**src/efws_pkg.sv**
```systemverilog
package efws_pkg;

  localparam int LEN_W    = 31;
  localparam int TIME_W   = 63;
  localparam int CFG_W    = 5;
  localparam int WORKER_W = 4;

  localparam logic [TIME_W-1:0] TIME_MAX  = {TIME_W{1'b1}};
  localparam logic [CFG_W-1:0]  CFG_RESET = 5'd16;

  typedef struct packed {
    logic [LEN_W-1:0] job_length;
    logic             new_batch;
  } job_t;

  typedef struct packed {
    logic [WORKER_W-1:0] chosen_worker;
    logic [TIME_W-1:0]   job_start;
  } result_t;

  // per-cell control from the sequencer
  typedef struct packed {
    logic clear;
    logic active;
    logic wr_en;
  } cell_ctl_t;

endpackage

```
**src/earliest_free_worker_scheduler.sv**
```systemverilog
// Earliest-free worker scheduler. Each job transfer is given to the active
// worker whose free time is lowest (lowest index on ties); the result carries
// that worker and its old free time as the job start, and the worker's free
// time then grows by the job length, saturating at 2^63-1. new_batch clears
// every free time before the job is placed. Free times live in a row of
// MAX_WORKERS cells; a search token walks the row one cell per cycle, and a
// new job is not taken until the token of the last one has left the row and
// its result is written back. A finished result waits in an output register;
// the next job is taken as soon as its write-back is done. The user must write
// active_workers through cfg_we/cfg_wdata only while idle; the block does not
// enforce this. 0 acts as 1 and values above MAX_WORKERS act as MAX_WORKERS.
// Workers outside the active range keep their free times.
module earliest_free_worker_scheduler #(
  parameter int MAX_WORKERS = 16
) (
  input  logic                         clk,
  input  logic                         rst,
  input  efws_pkg::job_t               job,
  input  logic                         job_valid,
  output logic                         job_ready,
  output efws_pkg::result_t            result,
  output logic                         result_valid,
  input  logic                         result_ready,
  input  logic                         cfg_we,
  input  logic [efws_pkg::CFG_W-1:0]   cfg_wdata
);
  import efws_pkg::*;

  localparam int IDX_W = (MAX_WORKERS > 1) ? $clog2(MAX_WORKERS) : 1;

  // configuration
  logic [CFG_W-1:0] active_workers;

  // sequencer state
  logic             busy;
  logic             inj_vld;
  logic [LEN_W-1:0] len_q;

  // chain tail capture
  logic              tail_vld;
  logic [TIME_W-1:0] tail_time;
  logic [IDX_W-1:0]  tail_idx;

  // chain links, link 0 is the injected token
  logic              link_vld  [MAX_WORKERS+1];
  logic [TIME_W-1:0] link_time [MAX_WORKERS+1];
  logic [IDX_W-1:0]  link_idx  [MAX_WORKERS+1];

  logic              job_xfer;
  logic              fire;
  logic [TIME_W:0]   sum;
  logic [TIME_W-1:0] new_time;
  logic [IDX_W+WORKER_W-1:0] idx_ext;

  // no transfer is taken while reset is held
  assign job_ready = !busy && !rst;
  assign job_xfer  = job_valid && job_ready;

  // write-back and result load happen together, only when the output slot frees
  assign fire = tail_vld && (!result_valid || result_ready);

  // saturating add of the job length to the chosen start time
  assign sum      = {1'b0, tail_time} + (TIME_W+1)'(len_q);
  assign new_time = sum[TIME_W] ? TIME_MAX : sum[TIME_W-1:0];
  assign idx_ext  = {{WORKER_W{1'b0}}, tail_idx};

  always_ff @(posedge clk) begin
    if (rst) begin
      active_workers <= CFG_RESET;
    end else if (cfg_we) begin
      active_workers <= cfg_wdata;
    end
  end

  always_ff @(posedge clk) begin
    if (rst) begin
      busy    <= 1'b0;
      inj_vld <= 1'b0;
    end else begin
      // token enters the row the cycle after the transfer, after any clear
      inj_vld <= job_xfer;
      if (job_xfer) begin
        busy <= 1'b1;
      end else if (fire) begin
        busy <= 1'b0;
      end
    end
  end

  always_ff @(posedge clk) begin
    if (job_xfer) begin
      len_q <= job.job_length;
    end
  end

  // search token starts at worker 0 with the largest time, so worker 0 wins
  // whenever nothing lower is found
  assign link_vld[0]  = inj_vld;
  assign link_time[0] = TIME_MAX;
  assign link_idx[0]  = '0;

  for (genvar i = 0; i < MAX_WORKERS; i++) begin : g_cell
    cell_ctl_t ctl;

    assign ctl.clear  = job_xfer && job.new_batch;
    assign ctl.active = (i == 0) || (32'(active_workers) > i);
    assign ctl.wr_en  = fire && (tail_idx == IDX_W'(i));

    efws_cell #(
      .IDX_W    (IDX_W),
      .CELL_IDX (i)
    ) u_cell (
      .clk      (clk),
      .rst      (rst),
      .ctl      (ctl),
      .wr_time  (new_time),
      .in_vld   (link_vld[i]),
      .in_time  (link_time[i]),
      .in_idx   (link_idx[i]),
      .out_vld  (link_vld[i+1]),
      .out_time (link_time[i+1]),
      .out_idx  (link_idx[i+1])
    );
  end

  // hold the search result until the output register can take it
  always_ff @(posedge clk) begin
    if (rst) begin
      tail_vld <= 1'b0;
    end else if (link_vld[MAX_WORKERS]) begin
      tail_vld <= 1'b1;
    end else if (fire) begin
      tail_vld <= 1'b0;
    end
  end

  always_ff @(posedge clk) begin
    if (link_vld[MAX_WORKERS]) begin
      tail_time <= link_time[MAX_WORKERS];
      tail_idx  <= link_idx[MAX_WORKERS];
    end
  end

  // output register
  always_ff @(posedge clk) begin
    if (rst) begin
      result_valid <= 1'b0;
    end else if (fire) begin
      result_valid <= 1'b1;
    end else if (result_ready) begin
      result_valid <= 1'b0;
    end
  end

  always_ff @(posedge clk) begin
    if (fire) begin
      result.chosen_worker <= idx_ext[WORKER_W-1:0];
      result.job_start     <= tail_time;
    end
  end

endmodule

```
**src/efws_cell.sv**
```systemverilog
module efws_cell #(
  parameter int IDX_W    = 4,
  parameter int CELL_IDX = 0
) (
  input  logic                          clk,
  input  logic                          rst,
  input  efws_pkg::cell_ctl_t           ctl,
  input  logic [efws_pkg::TIME_W-1:0]   wr_time,
  input  logic                          in_vld,
  input  logic [efws_pkg::TIME_W-1:0]   in_time,
  input  logic [IDX_W-1:0]              in_idx,
  output logic                          out_vld,
  output logic [efws_pkg::TIME_W-1:0]   out_time,
  output logic [IDX_W-1:0]              out_idx
);
  import efws_pkg::*;

  localparam logic [IDX_W-1:0] MY_IDX = IDX_W'(CELL_IDX);

  logic [TIME_W-1:0] free_time;
  logic              take;

  // strict less-than keeps the lower index on ties
  assign take = ctl.active && (free_time < in_time);

  always_ff @(posedge clk) begin
    if (rst) begin
      free_time <= '0;
    end else if (ctl.clear) begin
      free_time <= '0;
    end else if (ctl.wr_en) begin
      free_time <= wr_time;
    end
  end

  always_ff @(posedge clk) begin
    if (rst) begin
      out_vld <= 1'b0;
    end else begin
      out_vld <= in_vld;
    end
  end

  always_ff @(posedge clk) begin
    if (in_vld) begin
      if (take) begin
        out_time <= free_time;
        out_idx  <= MY_IDX;
      end else begin
        out_time <= in_time;
        out_idx  <= in_idx;
      end
    end
  end

endmodule

```
**config.mk**
```make
export PLATFORM = sky130hd
export DESIGN_NAME = earliest_free_worker_scheduler
export DESIGN_NICKNAME = d
export VERILOG_FILES = /design/src/efws_pkg.sv /design/src/earliest_free_worker_scheduler.sv /design/src/efws_cell.sv
export SDC_FILE = /design/constraint.sdc
export NUM_CORES = 2
export LEC_CHECK = 0
export BUFFER_PORTS_ARGS = -buffer_cell sky130_fd_sc_hd__buf_2
export CAP_MARGIN = 5
export CORE_ASPECT_RATIO = 0.5
export CORE_MARGIN = 3
export CORE_UTILIZATION = 65
export DETAILED_ROUTE_END_ITERATION = 6
export GPL_TIMING_DRIVEN = 0
export PLACE_DENSITY = 0.8
export SYNTH_ARGS = -nofsm -noshare
export SYNTH_HDL_FRONTEND = slang
export SYNTH_HIERARCHICAL = 1
export SYNTH_SLANG_ARGS = --single-unit
```
**constraint.sdc**
```tcl
create_clock -name clk -period 10.9 [get_ports clk]
set_input_delay 0.545 -clock clk [delete_from_list [all_inputs] [get_ports clk]]
set_output_delay 0.545 -clock clk [all_outputs]
set_load 0.01 [all_outputs]
```
; ---- Word level (Yosys, flattened, before mapping)
; Cells that the tools add are included.
[classes]
n_addsub = 1
eq_ne = 15
order_cmp = 31
reduce_logical = 44
n_mux = 21
[op_table]
columns = op, n
row1 = 63-bit two-way mux, 16
row2 = 63-bit < comparator, 15
row3 = 63-bit by 31-bit adder with 64-bit output, 1
row4 = "63-bit < comparator, second input constant", 1
row5 = "5-bit by 4-bit > comparator with 1-bit output, second input constant", 8
row6 = 1-bit logical AND, 35
row7 = "4-bit equality test, second input constant", 8
row8 = "5-bit by 3-bit > comparator with 1-bit output, second input constant", 4
row9 = "4-bit by 3-bit equality test with 1-bit output, second input constant", 4
row10 = "5-bit by 2-bit > comparator with 1-bit output, second input constant", 2
row11 = "4-bit by 2-bit equality test with 1-bit output, second input constant", 2
row12 = 2-bit nonzero test, 3
row13 = "5-bit by 1-bit > comparator with 1-bit output, second input constant", 1
row14 = 1-bit two-way mux, 5
row15 = "4-bit by 1-bit equality test with 1-bit output, second input constant", 1
row16 = 4-bit zero test, 1
row17 = 1-bit zero test, 3
row18 = 2-bit OR reduction, 1
row19 = 1-bit logical OR, 1
[totals]
wordCells = 185
output_inout_bits = 69
register_bits = 2255
inputBits = 42

; ---- Depth between registers and ports, before layout
[logic_depth]
depth_word = 5
depth_mapped = 14
depth_no_buf = 12

; ---- By module
; Netlist, hierarchy kept.
[by_module_without_submodules]
columns = mod, cells_per_inst, instances, seq_area_each_um2, area_each_um2
row1 = efws_cell at g_cell[0].u_cell ..., 571, 15, 3293.2, 6666.4
row2 = earliest_free_worker_scheduler, 683, 1, 5134.9, 8271.7
row3 = efws_cell at g_cell[3].u_cell, 567, 1, 3293.2, 6635.1

; ---- Worst setup path before layout
; Ideal clock, no wire load.
[synth_timing]
kind = input -> register
start = input result_ready
end = register g_cell[3].u_cell.free_time[26]
n_path_buf = 2
setup_slack_ns = 7.119
setup_time_ns = 0.128
t_required_ns = 10.772
arrival_ns = 3.654
stages = 9
cell_sequence = nand2b_1 -> nand2_1 -> inv_1 -> nand3_1 -> nor3_1 -> clkbuf_1 -> clkbuf_1 -> mux2i_1 -> nor2_1
[synth_lines]
columns = element, line
row1 = start: declaration, earliest_free_worker_scheduler.sv:23  ; input logic result_ready,
row2 = end signal: assignment, efws_cell.sv:32  ; free_time <= wr_time;
row3 = end: declaration, efws_cell.sv:20  ; logic [TIME_W-1:0] free_time;

; ---- Worst setup path in the final report
[layout_timing]
start = register tail_time[18]
end = register g_cell[1].u_cell.free_time[24]
[layout_via]
elab_chain_cells = 2
[layout_rtl]
columns = element, line
row1 = start: declaration, earliest_free_worker_scheduler.sv:41  ; logic [TIME_W-1:0] tail_time;
row2 = start signal: assignment, earliest_free_worker_scheduler.sv:139  ; tail_time <= link_time[MAX_WORKERS];
row3 = 63-bit by 31-bit adder with 64-bit output, earliest_free_worker_scheduler.sv:63  ; assign sum = {1'b0, tail_time} + (TIME_W+1)'(len_q);
row4 = 63-bit two-way mux, earliest_free_worker_scheduler.sv:64  ; assign new_time = sum[TIME_W] ? TIME_MAX : sum[TIME_W-1:0];
row5 = named net new_time[24], earliest_free_worker_scheduler.sv:52  ; logic [TIME_W-1:0] new_time;
row6 = end signal: assignment, efws_cell.sv:32
row7 = end: declaration, efws_cell.sv:20
; The timed path passes the listed nets, and every way through them passes these cells.
; A chain may end at the register's enable or synchronous reset.

==> summary.txt <==
Synth
  – Multiplexer share of the synthesized area: 20.1%
  – Main combinational cell family by area after synthesis: multiplexers
  – Ys flop type: edfxtp_1
  – Sequential fraction of the synthesis area: 50.3%
  – Compound-Gate Fraction of Synth Area: 4.96%
  – Syn Area/Cell: 11.7 um^2
  – Simple-gate share of the synthesized area: 8.07%
  – EDFF count, synth: 1,237
  – Yosys warns: 6
  – Synth Area in XOR/XNOR: 0.320%
  – Cells after Synth: 9,815
  – Top cell type's share of synthesized area: 32.3%
  – Distinct cells, synth: 74
  – Seq cells post-synth: 2,270
  – Adder-cell share of the synthesized area: 11.2%
  – Syn Std Cell Area: 0.115 mm^2
  – Yosys top cell by area: edfxtp_1
  – Synth area leaders: edfxtp_1, dfxtp_1, ha_1
  – Ys async rst share: 0%

Clocking
  – CTS Buf Count: 204
  – # H-tree levels: 4
  – Maximum clock path buffer count: 4
  – Root buf cell: clkbuf_16
  – CTS tree: done
  – Reg clk slew, reported paths: 60 ps
  – Later-pin clock latency in the skew report: 840 ps
  – Setup bufs post-CTS: 0
  – Clk sinks: 2,270

Detailed routing
  – Via count: 72,800
  – Final ANT Viol Nets: 0
  – Post-route DRC: 0
  – Initial DRC count: 5,667
  – Via-to-Cell Ratio: 5.66
  – Pre-antenna DRT Iters: 7
  – Routed WL: 249 mm
  – WL/cell: 19.4 um

Floorplanning
  – Die Y: 303 um
  – Top-level port count: 111
  – Num rows: 108
  – Starting Density: 65.8%
  – Die W: 601 um
  – Core area: 0.175 mm^2
  – Die ar.: 0.182 mm^2

Critical path
  – WP data arrival: 6340 ps
  – Worst setup SP type: flip-flop
  – Peak per-stage delay on the critical path: 930 ps
  – Crit end category: flip-flop
  – Crit Path Max Fanout: 16
  – WS Path Type: flip-flop to flip-flop
  – Critical path's slowest cell: nand2_1
  – WP buf/inv: 2
  – CP cell instances: ha_1 > a21oi_1 > o21ai_0 > a221oi_1 > o21ai_0 > a21boi_2 > a211oi_2 > nand3_1 > buf_2 > clkbuf_1 > nand2_1 > mux2i_1 > nor2_1
  – Critical Path Most Common Cell: o21ai_0
  – Critical path's top delay family: compound AO/OA/AOI/OAI gates
  – CP required: 11,580 ps

STA
  – Fin. Hold Viols: 0
  – Slew @ Worst Pin: 1420 ps
  – Setup_tns: 0 ps
  – RSZ-0062 raised after global routing: false
  – Fmax: 0.177 GHz
  – Rel. slew slack: 5.37%
  – Tcrit/Tclk final: 51.9%
  – Clock period minus worst slack: 5660 ps
  – Clk_skew: 28.4 ps
  – Final setup viols: 0
  – Final hold slack: 80.8 ps
  – Final Max Tran Viols: 0

Final layout
  – Nets: 11,400
  – FF+latch area: 0.0579 mm^2
  – # fillers: 11,600
  – Area of the multi-input gates: 0.0519 mm^2
  – Area delta synth->final: 9.95%
  – Fin cells: 12,900
  – Fraction of layout instances using a drive strength above 1: 15.4%

Pwr
  – Maximum vdd drop: 0.162 mV
  – Power density over the cells: 133 mW/mm^2
  – Static Leakage: 0.0528 uW

Global routing
  – Initial antenna violation count: 8
  – First-pass GRT wire length: 389 mm
  – Vias in the first global route: 70,700
  – GR Overflow Total: 0
  – GRT Total Usage: 26.8%
  – Largest net degree at the start of global routing: 70

Worst hold path
  – Hold Crit Class: input pin to flip-flop

Place
  – Final HPWL DP: 187 mm
  – Placer Congestion: 0.938
  – Placed Cells: 12,400
  – Buffers added on ports: 109

Outcome
  – Status: finished, final reports clean

Flow run
  – Max Cap Viol: 0
-- what timing repair did --
item | in CTS | in global routing
hold endpoints to repair | 37 | 0
resized for setup | 0 | 0
setup endpoints to repair | 0 | 0
hold buffers | 37 | 0
-- flip-flops by register name (all words and copies together), names as in the netlist --
register                 count
g_cell.u_cell/free_time   1008
busy                         1
tail_time                   63
result_valid                 1
g_cell.u_cell/out_vld       16
g_cell.u_cell/out_time    1008
inj_vld                      1
result                      67
tail_vld                     1
len_q                       31
g_cell.u_cell/out_idx       64
active_workers               5
tail_idx                     4
-- area by class of cell --
type,instances,area share [%]
Tap cell,2365,2.34
Timing Repair Buffer,175,1.15
Antenna cell,1,0.00198
Clock inverter,58,0.321
Sequential cell,2270,45.8
Buffer,371,1.54
Clock buffer,312,4.72
Inverter,1035,3.08
Multi-Input combinational cell,6268,41.1
-- final timing paths --
kind | from | endpoint | slack (ps) | cells past startpoint
setup / recovery | tail_time[18]$_DFFE_PP_ | g_cell[1].u_cell/free_time[24]$_SDFFE_PP0P_ | 5240 | 13
hold / removal | result_ready | result_valid$_SDFFE_PP0P_ | 80 | 4
setup reg to reg | tail_time[18]$_DFFE_PP_ | g_cell[1].u_cell/free_time[24]$_SDFFE_PP0P_ | 5240 | 13
hold reg to reg | g_cell[15].u_cell/out_time[11]$_DFFE_PP_ | tail_time[11]$_DFFE_PP_ | 410 | 0
-- report_power, final --
part           leakage, uW  switching [uW]  internal [uW]
logic               0.0300             486            352
registers           0.0197            22.5           9020
clock network      0.00313            3080           3880
-- kinds of logic after synthesis --
| group | Yosys count |
|---|---|
| other | 2 |
| buffers and inverters | 1406 |
| AND/OR/NAND/NOR | 2065 |
| XOR/XNOR | 42 |
| multiplexers | 2027 |
| AO/OA/AOI/OAI | 979 |
| adder cells (fa/ha/maj) | 1024 |
| flip-flops | 2270 |
-- synthesized netlist by cell type (17+ instances only) --
cell / count
edfxtp_1: 1237
nor2_1: 1146
inv_1: 1035
dfxtp_1: 1033
ha_1: 1023
mux2i_1: 1017
mux2_2: 594
a21oi_1: 521
mux2_4: 410
nand2_1: 353
clkbuf_1: 237
o21ai_0: 198
nand4_1: 141
nand3_1: 95
a21o_1: 83
buf_6: 64
nand2b_1: 55
and2_1: 52
buf_2: 50
nor4_1: 49
and4_1: 48
nor2b_1: 38
a221o_1: 31
xnor2_1: 26
o211ai_1: 22
a211oi_1: 21
a31oi_1: 20
buf_1: 19
or2_2: 19
a2111oi_0: 18
a22oi_1: 17
-- metal layers --
layer	GRT usage [%]	part of all wire (%)
met2	42.2	44
met3	3.19	5.7
met5	0	0.0028
met1	38.5	47
met4	10.1	3.8
-- worst min-delay path: stages --
cell	delay [ps]
buf_2	80
nor2b_1	50
nor2_1	120
nor2_1	60
-- stage by stage --
step           total power (uW)  util [%]  cell area, um^2  setup slack [ps]
6_report                  16800      72.4           126000              5240
5_1_grt                   17400      72.4           126000              5020
4_1_cts                   16900      72.3           126000              5370
3_5_place_dp              10000      68.5           120000              5380
3_3_place_gp              10000      68.1           119000              4760
2_1_floorplan              9800         -           115000              7120
-- layout by cell type (no fill, tap or decap), drive strengths merged, types with 22 or more instances in the layout --
master	instances
inv	1037
a21o	83
and2	54
and4	48
o211ai	23
a211oi	22
clkinv	47
buf	272
nand4	142
nor2	1146
clkbuf	549
mux2	1010
nand2b	55
nand3	97
nor4	49
mux2i	1017
xnor2	26
a21oi	521
ha	1023
dfxtp	1033
dlygate4sd3	37
conb	131
nor2b	38
o21ai	201
nand2	354
a221o	31
edfxtp	1237
No activity file was read; power rests on OpenSTA's default activity.
